$ cat src/hw/rtl/assert_macros.svh
// Assertion macros used by the top RTL file of the GF(2) matrix sampler.
// Bodies are empty when SYNTHESIS is defined; no other dependencies.
`ifndef ASSERT_MACROS_SVH
`define ASSERT_MACROS_SVH
`ifndef SYNTHESIS
// Same-cycle implication, disabled while reset is asserted.
`define ASSERT_IMPL(lbl, clk, rst_n, ante, cons) \
    lbl: assert property (@(posedge clk) disable iff (!(rst_n)) (ante) |-> (cons)) \
        else $error("implication check failed");
// Next-cycle implication, disabled while reset is asserted.
`define ASSERT_NEXT(lbl, clk, rst_n, ante, cons) \
    lbl: assert property (@(posedge clk) disable iff (!(rst_n)) (ante) |=> (cons)) \
        else $error("next-cycle check failed");
`else
`define ASSERT_IMPL(lbl, clk, rst_n, ante, cons)
`define ASSERT_NEXT(lbl, clk, rst_n, ante, cons)
`endif
`endif

$ cat src/hw/rtl/gf2rim_pkg.sv
// Package for the GF(2) invertible matrix sampler: defaults, phase codes,
// and the command and status structs between controller and datapath.
`default_nettype none
package gf2rim_pkg;
    localparam int DEF_MAX_DIM     = 512;
    localparam int DEF_MAX_WORDS   = 8;
    localparam int DEF_BLOCK_BYTES = 256;
    localparam int DIM_W           = 10;
    localparam logic [DIM_W-1:0] DIM_RESET = 10'd128;

    // Matrix phases; the unused code behaves as lower fill.
    localparam logic [1:0] PH_LOWER = 2'd0;
    localparam logic [1:0] PH_UPPER = 2'd1;
    localparam logic [1:0] PH_DROP  = 2'd2;

    // Commands from the controller.
    typedef struct packed {
        logic       accept;
        logic       rd_en;
        logic [5:0] rd_bit;
        logic       load_out;
        logic       clr_acc;
    } t_cmd;

    // Status from the datapath.
    typedef struct packed {
        logic is_upper;
        logic row_end;
        logic out_free;
        logic emit_last;
    } t_status;
endpackage
`default_nettype wire

$ cat src/hw/rtl/gf2rim_ctrl.sv
// Controller state machine of the GF(2) matrix sampler: input handshake,
// bit scan over one upper word, and sequencing of row emission. Uses gf2rim_pkg.
`default_nettype none
module gf2rim_ctrl
    import gf2rim_pkg::*;
(
    input  wire     i_clk,
    input  wire     i_rst_n,
    input  wire     s_axis_tvalid,
    output logic    s_axis_tready,
    input  t_status i_status,
    output t_cmd    o_cmd
);
    localparam logic [1:0] S_IDLE  = 2'd0;
    localparam logic [1:0] S_SCAN  = 2'd1;
    localparam logic [1:0] S_DRAIN = 2'd2;
    localparam logic [1:0] S_EMIT  = 2'd3;

    logic [1:0] r_state, n_state;
    logic [5:0] r_bit, n_bit;
    logic       r_pend, n_pend;

    // Next state and command decode.
    always_comb begin
        n_state = r_state;
        n_bit   = r_bit;
        n_pend  = r_pend;
        o_cmd   = '0;
        o_cmd.rd_bit = r_bit;
        s_axis_tready = 1'b0;
        unique case (r_state)
            S_IDLE: begin
                s_axis_tready = 1'b1;
                if (s_axis_tvalid) begin
                    o_cmd.accept = 1'b1;
                    if (i_status.is_upper) begin
                        n_state = S_SCAN;
                        n_bit   = 6'd0;
                        n_pend  = i_status.row_end;
                    end
                end
            end
            S_SCAN: begin
                o_cmd.rd_en = 1'b1;
                n_bit = r_bit + 6'd1;
                if (r_bit == 6'd63) begin
                    n_state = S_DRAIN;
                end
            end
            S_DRAIN: begin
                n_state = r_pend ? S_EMIT : S_IDLE;
            end
            S_EMIT: begin
                if (i_status.out_free) begin
                    o_cmd.load_out = 1'b1;
                    if (i_status.emit_last) begin
                        o_cmd.clr_acc = 1'b1;
                        n_state = S_IDLE;
                    end
                end
            end
            default: n_state = S_IDLE;
        endcase
    end

    // State registers.
    always_ff @(posedge i_clk) begin
        if (!i_rst_n) begin
            r_state <= S_IDLE;
            r_bit   <= 6'd0;
            r_pend  <= 1'b0;
        end else begin
            r_state <= n_state;
            r_bit   <= n_bit;
            r_pend  <= n_pend;
        end
    end
endmodule
`default_nettype wire

$ cat config.mk
export PLATFORM = sky130hd
export DESIGN_NAME = gf2rim_ctrl
export DESIGN_NICKNAME = d
export VERILOG_FILES = /design/src/hw/rtl/assert_macros.svh /design/src/hw/rtl/gf2rim_pkg.sv /design/src/hw/rtl/gf2rim_ctrl.sv
export SDC_FILE = /design/constraint.sdc
export NUM_CORES = 1
export LEC_CHECK = 0
export BUFFER_PORTS_ARGS = -buffer_cell sky130_fd_sc_hd__buf_2
export CAP_MARGIN = 0
export CELL_PAD_IN_SITES_DETAIL_PLACEMENT = 0
export CELL_PAD_IN_SITES_GLOBAL_PLACEMENT = 1
export CORE_UTILIZATION = 30
export DETAILED_ROUTE_END_ITERATION = 10
export GPL_TIMING_DRIVEN = 1
export PLACE_DENSITY = 0.67
export SYNTH_ARGS = -nofsm -noshare
export SYNTH_HDL_FRONTEND = slang
export SYNTH_SLANG_ARGS = --single-unit
$ cat constraint.sdc
create_clock -name i_clk -period 1.5 [get_ports i_clk]
set_input_delay 0.15 -clock i_clk [delete_from_list [all_inputs] [get_ports i_clk]]
set_output_delay 0.15 -clock i_clk [all_outputs]
set_load 0.1 [all_outputs]
## After elaboration in Yosys (flattened, before gate mapping)

Cells that the tools add are included.

- Bits in registers: 9
- Word-level logic and storage cells: 35

- $add $sub $neg: 1
- Equality and inequality tests: 9
- Multiplexer cells: 17
- Reduce and logical (&&, ||, !) cells: 5

Operator list:

| cell | number |
|---|---|
| two-way mux 2 bit | 8 |
| two-way mux 6 bit | 2 |
| case mux 6 bit (2 select lines) | 1 |
| != test 2 bit, second input constant | 5 |
| case mux 2 bit (4 select lines) | 1 |
| adder 6 x 1 -> 6 bit, second input constant | 1 |
| equality test 6 bit, second input constant | 1 |
| AND reduction 3 bit | 2 |
| two-way mux 1 bit | 5 |
| AND reduction 5 bit | 1 |
| equality test 2 bit, second input constant | 2 |
| equality test 2 x 1 -> 1 bit, second input constant | 1 |
| logical NOT 2 bit | 1 |
| nonzero test 2 bit | 1 |

## Logic depth before layout (Yosys ltp)

Gate-level depths: netlist of the first run.

- Depth in word-level cells: 3
- Depth in mapped cells: 4
- Gate-level depth less buffers: 4

## Worst setup path after synthesis of the first run

OpenSTA, ideal clock, no wires.

- Path type: reg2out
- From: register r_state[1]
- To: output o_cmd[9] (netlist bit)
- Data arrival time: 2681 ps
- Slack: -1331 ps
- Cell stages (with the launch flop): 4
- Path buffers: 1
- Cell sequence: dfxtp_1 buf_2 nor2_1 and2_1

RTL lines:

| item | line | source |
|---|---|---|
| start, declared | gf2rim_ctrl.sv:19 | `logic [1:0] r_state, n_state;` |
| start signal, assigned | gf2rim_ctrl.sv:73 | `r_state <= n_state;` |
| end, declared | gf2rim_ctrl.sv:12 | `output t_cmd o_cmd` |

==> results of run 1 <==
Yosys cell counts, drive strengths merged:
cell type,count
nand2,4
or3b,1
dfxtp,9
a211oi,1
nand4b,1
or4,3
o21ai,3
or3,1
nand3,1
a21oi,8
nor2,5
nor2b,1
mux2i,1
buf,1
nand4,1
and3,4
and4,1
nand4bb,1
and2,1
ha,1
o31ai,3
inv,2
per-stage QoR:
stage | total power, mW | cells | TNS [ns]
detailed placement | 0.390 | 86 | 0
global route | 0.618 | 90 | 0
floorplan | 0.350 | 54 | -0.119
finish | 0.577 | 90 | 0
global placement | 0.391 | 86 | 0
CTS | 0.588 | 90 | 0
logic make-up (layout without fill, tap and decap cells):
logic type / count (synthesis) / count (layout) / share of synthesized area
mux: 1 / 1 / 0.0220
buf+inv: 3 / 24 / 0.0275
fa+ha+maj: 1 / 1 / 0.0275
simple gates: 25 / 25 / 0.331
compound gates: 15 / 15 / 0.196
flops: 9 / 9 / 0.397
routing by layer:
layer	part of all wire	routed length, um	global-route usage	up-vias
met2	0.41	438	0.191	12
met4	0.011	12	0.125	0
met1	0.55	589	0.232	214
met3	0.035	38	0.0815	2
met5	0	0	0	-
li1	-	-	-	250
final timing paths:
kind                                  start       end  slack, ns
worst max-delay path             r_state[0]  o_cmd[0]        0.1
worst min-delay path            i_status[2]    r_pend       0.12
worst max register to register   r_state[0]  r_bit[5]       0.13
worst min register to register     r_bit[0]  r_bit[0]       0.48
registers in the layout, summed over array words and instances (netlist names):
signal,flops
r_pend,1
r_bit,6
r_state,2
worst reg2reg max path: cells and delay by family (launching register included):
kind / cells / cell delay, ns
AOI/OAI and AO/OA: 2 / 0.28
DFF: 1 / 0.50
and+or+nand+nor: 1 / 0.52
report_power, final:
part / total (mW) / internal, mW / switching, mW
sequential: 0.250 / 0.240 / 0.00985
combinational: 0.136 / 0.0412 / 0.0947
clock: 0.191 / 0.103 / 0.0884
total: 0.577 / 0.384 / 0.193
final cells by class:
| type | count | area, um2 | area share |
|---|---|---|---|
| multi-input combinational | 42 | 292 | 0.418 |
| tap | 15 | 18.8 | 0.0269 |
| clock buffer | 4 | 26.3 | 0.0377 |
| inverter | 2 | 7.51 | 0.0108 |
| timing repair buffer | 18 | 155 | 0.223 |
| sequential | 9 | 198 | 0.284 |
what timing repair did:
| action | in CTS | in global routing |
|---|---|---|
| setup buffers | 0 | 0 |
| endpoints found under the setup margin | 0 | 1 |
| resized for setup | 0 | 1 |
==> impl_metrics.yaml, run 1 <==
floorplanning:
  die_h_um: 40.9
  rows: 13
  die_area_um2: 1670
  coreArea_um2: 1350
  die_x_um: 40.9
  io_pins: 18
  initial_core_util: 0.336
final_layout:
  final_common_cell: "buf_2"
  num_antenna_cells: 0
  fillCellCount: 135
  nets: 84
  postLayoutCellArea_um2: 697
  area_growth_pct: 53.4
  drive_gt1_frac: 0.453
  final_cell_mix: "12 x buf_2, 7 x a21oi_1"
  fin_util: 0.516
sta:
  setup_slack_ns: 0.0952
  tightest_slew_ns: 0.482
  skew_ns: 0.000220
  timing.hold.ws_ns: 0.123
  finalCritPeriodShare: 0.937
  fmaxAchievable_mhz: 712
  setup_viol: 0
  slew_viol_final: 0
  maxSlewHeadroom: 0.681
  hold_viol: 0
  fin_crit_ns: 1.40
  rsz0062_at_grt: "false"
critical_path:
  crit_family: "flip-flops"
  max_stage_delay_ns: 0.50
  cp_num_cells: 2
  cp.arrival_ns: 1.25
  worst_setup_path_start_kind: "flip-flop"
  worst_ep_required_time_ns: 1.35
  end_kind: "primary output"
  crit_path_max_fanout: 8
  path_cells: "and4_2 -> buf_12"
  reg2reg_depth: 3
  worstSetupPathType: "reg -> out"
  cpMaxStageDelayCell: "dfxtp_1"
  worst-path-buf-inv: 1
placed_design:
  dp_hpwl_um: 809
  dp_slack_ns: 0.170
  dpl_cell_area_um2: 668
  portBuffers: 17
  gp_congestion: 0.730
global_route:
  grt_pass1_vias: 368
  grt_start_max_net_pins: 14
  grt_pass1_wl_mm: 1.69
  overflow: 0
  grtUsageTotal: 0.169
  antenna_found_initial: 0
power_and_ir_drop:
  leakage_nw: 0.289
  ir_drop_v: 0.000390
  powerDensity_nw_per_um2: 828
routing:
  ant_nets: 0
  wl_per_cell_um: 12.0
  via_count: 478
  vias_per_cell: 5.31
  dr.pass1.iters: 4
  drcViolationCount: 0
  first_iter_violations: 10
  routed_wirelength_mm: 1.08
min_path:
  hold_depth: 3
  hp-class: "in -> reg"
clocking:
  cts_buffers: 3
  cts_tree: "done"
  clockRootBuffer: "clkbuf_4"
  clkTransAtPathRegs_ns: 0.06
  clock-sinks: 9
  insertion_delay_ns: 0.26
  clk_path_buf_depth: 2
  holdBufCountCts: 0
  htree_levels: 1
logic_synthesis:
  synth_fp_nets: 62
  ys_seq_area_frac: 0.397
  yosys_warnings: 0
  synth_seq_cells: 9
  yosys.area.top_type_share: 0.397
  syn_inst: 54
  synth_top_area_cell: "dfxtp_1"
  syn_avg_cell_area_um2: 8.41
  yosys-top-cells-area: "dfxtp_1 40%, a21oi_1 7.7%, and3_1 5.5%"
  yosys.cell_types.count: 23
  synth.cell_area_um2: 454
flow_run:
  drv_cap: 0
outcome:
  status: "completed"
Power figures use the tool's default switching activity.
==> run 2, diff against run 1 <==
- ABC_AREA: unset -> 1
==> impl_metrics.yaml, run 2 <==
global_route:
  antenna_found_initial: 0
  grt_pass1_vias: 511
  overflow: 0
  busiest_layer: "met2"
  gr-usage-met3: 0.0735
  grt_start_max_net_pins: 8
  grt_use_met2: 0.226
  grtUsageTotal: 0.153
  grt_pass1_wl_mm: 2.16
  grtUsageMet1: 0.200
logic_synthesis:
  yosys.area.top_type_share: 0.340
  synth.cell_area_um2: 531
  synth_top_area_cell: "dfxtp_1"
  synth_edf_count: 0
  ys_async_sr_fraction: 0
  yosys.cell_types.count: 20
  synth_common_cells: "19 x nand2_1, 13 x nor2_1, 9 x dfxtp_1"
  synth_seq_cells: 9
  yosys_warnings: 0
  syn_avg_cell_area_um2: 6.72
  ys.flop_type: "dfxtp_1"
  yosys-top-cells-area: "dfxtp_1 34%, nand2_1 13%, nor2_1 9.2%"
  synth_fp_nets: 87
  ys_seq_area_frac: 0.340
  synth_most_common_cell: "nand2_1"
  syn_inst: 79
sta:
  fin_crit_ns: 1.38
  setup_viol: 0
  skew_ns: 0.00386
  slew_viol_final: 0
  rsz0062_at_grt: "false"
  hold_viol: 0
  timing.hold.ws_ns: 0.131
  maxSlewHeadroom: 0.679
  fmaxAchievable_mhz: 723
  tightest_slew_ns: 0.484
  finalCritPeriodShare: 0.922
critical_path:
  worst_setup_path_start_kind: "flip-flop"
  r2r_start: "r_bit[0]"
  cp.arrival_ns: 1.23
  end_kind: "primary output"
  crit_path_max_fanout: 7
  worstSetupPathType: "reg -> out"
  r2r_setup_slack_ns: 0.30
  worst_ep_required_time_ns: 1.35
  worstSetupStartpoint: "r_state[0]"
floorplanning:
  io_pins: 18
  rows: 14
  die_area_um2: 1940
  die_x_um: 44.1
  initial_core_util: 0.337
  coreArea_um2: 1580
  die_h_um: 44.1
final_layout:
  final_common_cell: "nand2_1"
  area_growth_pct: 37.5
  final_cell_mix: "19 x nand2_1, 13 x buf_2, 10 x nor2_1"
  top_regs: "r_bit x6, r_state x2, r_pend x1"
  top_register: "r_bit"
  postLayoutCellArea_um2: 729
  nets: 109
  largest_reg_flops: 6
  fin_cells: 116
  drive_gt1_frac: 0.450
  num_antenna_cells: 0
placed_design:
  place_inst: 112
  dpl_cell_area_um2: 698
  dp_hpwl_um: 961
  gp_congestion: 0.762
  portBuffers: 17
clocking:
  cts_tree: "done"
  cts_buffers: 3
  clockRootBuffer: "clkbuf_4"
  insertion_delay_ns: 0.26
  htree_levels: 1
  clk_path_buf_depth: 2
  clkTransAtPathRegs_ns: 0.06
  clock-sinks: 9
power_and_ir_drop:
  switchingPower_uw: 789
  pwr-share-comb: 0.604
  pwr-share-seq: 0.261
  leakage_nw: 0.343
  ir_drop_v: 0.00121
  powerDensity_nw_per_um2: 1910
  p_total_mw: 1.39
  clkPwrFrac: 0.135
  p_int_uw: 604
  swShare: 0.566
min_path:
  hp-class: "in -> reg"
  worst_hold_startpoint: "i_status[2]"
flow_run:
  drv_cap: 0
routing:
  first_iter_violations: 9
  wl_per_cell_um: 10.6
  ant_nets: 0
  via_count: 541
  routed_wirelength_mm: 1.23
  vias_per_cell: 4.66
  dr.pass1.iters: 7
  drcViolationCount: 1
outcome:
  violations: "DRC"
  status: "complete, but fails checks"
==> run 2: cell count changes after synthesis, moves of 3 or more <==
cell | previous run | this run
and3_1 | 4 | 0
inv_1 | 2 | 6
inv_2 | 0 | 6
nand2_1 | 4 | 19
nor2_1 | 5 | 13
o21ai_1 | 0 | 4
o31ai_1 | 3 | 0
or4_1 | 3 | 0
==> run 2: final timing paths <==
path         cells past startpoint         end
max reg2reg                      6  r_state[0]
min                              3      r_pend
max                              3    o_cmd[1]
min reg2reg                      1    r_bit[0]
==> run 2: final cells by class <==
| type | instances | area (um2) |
|---|---|---|
| fill | 162 | 847 |
| multi-input combinational | 58 | 323 |
| sequential | 9 | 195 |
| timing repair buffer | 17 | 120 |
| inverter | 12 | 45.0 |
| clock buffer | 4 | 26.3 |
| tap | 16 | 20.0 |
==> run 2: logic make-up (layout without fill, tap and decap cells) <==
group / after synthesis / in the layout / share of synthesized area
adders and majority gates: 1 / 1 / 0.0236
buffers and inverters: 12 / 33 / 0.0849
DFF: 9 / 9 / 0.340
AOI/OAI and AO/OA: 13 / 13 / 0.167
and+or+nand+nor: 44 / 44 / 0.384
==> run 2: per-stage QoR <==
stage	worst slack, ns	setup TNS (ns)	util
2_1_floorplan	-0.212	-0.212	-
3_3_place_gp	0.314	0	0.443
3_5_place_dp	0.310	0	0.443
4_1_cts	0.0160	0	0.460
5_1_grt	0.0575	0	0.463
6_report	0.118	0	0.463
==> run 2: layer usage <==
metal	wire length, um	part of all wire
met1	622	0.51
met2	528	0.43
met3	76	0.062
met4	0	0
met5	0	0
==> run 2: power by group through the flow <==
| stage | sequential (mW) | combinational (mW) | clock, mW |
|---|---|---|---|
| finish | 0.363 | 0.842 | 0.189 |
| global route | 0.371 | 0.904 | 0.217 |
| CTS | 0.362 | 0.844 | 0.200 |
| detailed placement | 0.367 | 0.843 | 0 |
| global placement | 0.367 | 0.841 | 0 |
| floorplan | 0.449 | 0.601 | 0 |
==> run 2: worst max-delay path, stage by stage, from the launching register on <==
cell      delay [ns]
dfxtp_2         0.43
nand2_1         0.12
nor2_2          0.09
clkbuf_4        0.33
==> run 2: repair_timing <==
action	in CTS	in global routing
hold buffers	0	0
setup buffers	0	0
endpoints found under the setup margin	0	2
resized for setup	0	2
==> run 3, diff against run 2 <==
- CORE_UTILIZATION: 30 -> 28
- PLACE_DENSITY: 0.67 -> 0.75
- clock period: 1.5 -> 1.2 ns (I/O delays scaled with it)
==> impl_metrics.yaml, run 3 (synthesized netlist as in run 2, its figures left out) <==
sta:
  fin_tns_setup_ns: -0.0105
  fmaxAchievable_mhz: 826
  setup_viol: 1
  finalCritPeriodShare: 1.01
  rsz0062_at_grt: "true"
  skew_ns: 0.00119
  fin_crit_ns: 1.21
  tightest_slew_ns: 0.223
  hold_viol: 0
  maxSlewHeadroom: 0.851
  setup_slack_ns: -0.0105
  slew_viol_final: 0
routing:
  wl_per_cell_um: 9.34
  top_layer: "met3"
  via_count: 573
  vias_per_cell: 4.44
  dr.pass1.iters: 4
  drcViolationCount: 0
  first_iter_violations: 4
  routed_wirelength_mm: 1.21
  ant_nets: 0
  met1_length_um: 560
  dr_wl_met3_um: 46
  wl_met2_um: 598
global_route:
  grt_start_max_net_pins: 8
  overflow: 0
  grt_pass1_wl_mm: 2.07
  antenna_found_initial: 0
  grtUsageTotal: 0.139
  grt_pass1_vias: 516
final_layout:
  postLayoutCellArea_um2: 960
  top_regs: "r_bit x6, r_state x2, r_pend x1"
  num_antenna_cells: 0
  top_register: "r_bit"
  area_growth_pct: 80.9
  final_cell_mix: "18 x nand2_1, 11 x buf_12, 9 x nor2_1, 7 x dfxtp_4"
  final_common_cell: "nand2_1"
  largest_reg_flops: 6
  drive_gt1_frac: 0.519
  nets: 113
floorplanning:
  rows: 15
  initial_core_util: 0.304
  die_area_um2: 2070
  coreArea_um2: 1750
  die_h_um: 45.5
  io_pins: 18
  die_x_um: 45.5
critical_path:
  end_kind: "primary output"
  crit_path_max_fanout: 5
  worstSetupPathType: "reg -> out"
  worstSetupStartpoint: "r_state[1]"
  cp.arrival_ns: 1.09
  worst_ep_required_time_ns: 1.08
  r2r_start: "r_bit[0]"
  worst_setup_path_start_kind: "flip-flop"
clocking:
  clockRootBuffer: "clkbuf_4"
  htree_levels: 1
  clk_path_buf_depth: 2
  clock-sinks: 9
  insertion_delay_ns: 0.26
  cts_tree: "done"
  clkTransAtPathRegs_ns: 0.06
  cts_buffers: 3
power_and_ir_drop:
  powerDensity_nw_per_um2: 2140
  leakage_nw: 0.394
  ir_drop_v: 0.00124
outcome:
  status: "complete, but fails checks"
  violations: "setup timing"
flow_run:
  drv_cap: 0
min_path:
  hp-class: "in -> reg"
  worst_hold_startpoint: "i_status[2]"
placed_design:
  dp_slack_ns: 0.0734
  portBuffers: 17
  dp_hpwl_um: 980
  gp_congestion: 0.805
  dpl_cell_area_um2: 891
[run 3: cell count changes in the layout (fill, tap and decap cells not counted), moves of 2 or more]
cell | before | now
nor2_4 | 4 | 6
buf_4 | 0 | 4
buf_2 | 13 | 6
dfxtp_4 | 2 | 7
dfxtp_2 | 6 | 1
buf_12 | 2 | 11
clkbuf_4 | 5 | 3
[run 3: final cells by class]
class	count	area [um2]
sequential	9	208
fill	168	786
inverter	12	47.5
clock buffer	4	26.3
timing repair buffer	21	280
tap	25	31.3
multi-input combinational	58	367
[run 3: layer usage]
metal | track usage | up-vias
li1 | - | 304
met1 | 0.173 | 259
met2 | 0.217 | 10
met3 | 0.0595 | 0
met4 | 0.0364 | 0
met5 | 0 | -
[run 3: where the power goes]
group          leakage, nW  switching (mW)  internal, mW  total (mW)
clock network       0.0150           0.103         0.128       0.231
logic                0.300           0.853         0.502        1.35
registers           0.0790          0.0979         0.367       0.465
total                0.394            1.05         0.997        2.05
[run 3: metrics by stage]
step                      hold slack [ns]   util  power, mW  instances
final                              0.0957  0.550       2.05        129
after floorplan                     0.233      -       1.33         79
after global placement              0.359  0.510       1.71        121
after global routing                0.106  0.550       2.15        129
after detailed placement            0.373  0.510       1.72        121
after CTS                          0.0879  0.540       2.04        127
[run 3: critical path, stage by stage (launching register included)]
cell and delay (ns):
dfxtp_4 0.37, nor2_4 0.13, inv_4 0.05, nor2_4 0.10
buf_12 0.18
[run 3: repair_timing]
item                       CTS  global route
gates cloned                 0             0
pin swaps                    2             1
hold buffers                 0             0
buffers inserted             2             2
gates resized for setup      4             1
setup endpoints to repair    4             7
[run 3: path summary, 6_finish.rpt]
path                                    to  slack [ns]  depth (start not counted)
worst max-delay path              o_cmd[9]       -0.01                          4
worst min-delay path                r_pend         0.1                          3
worst max register to register  r_state[0]        0.06                          6
worst min register to register    r_bit[0]        0.49                          1
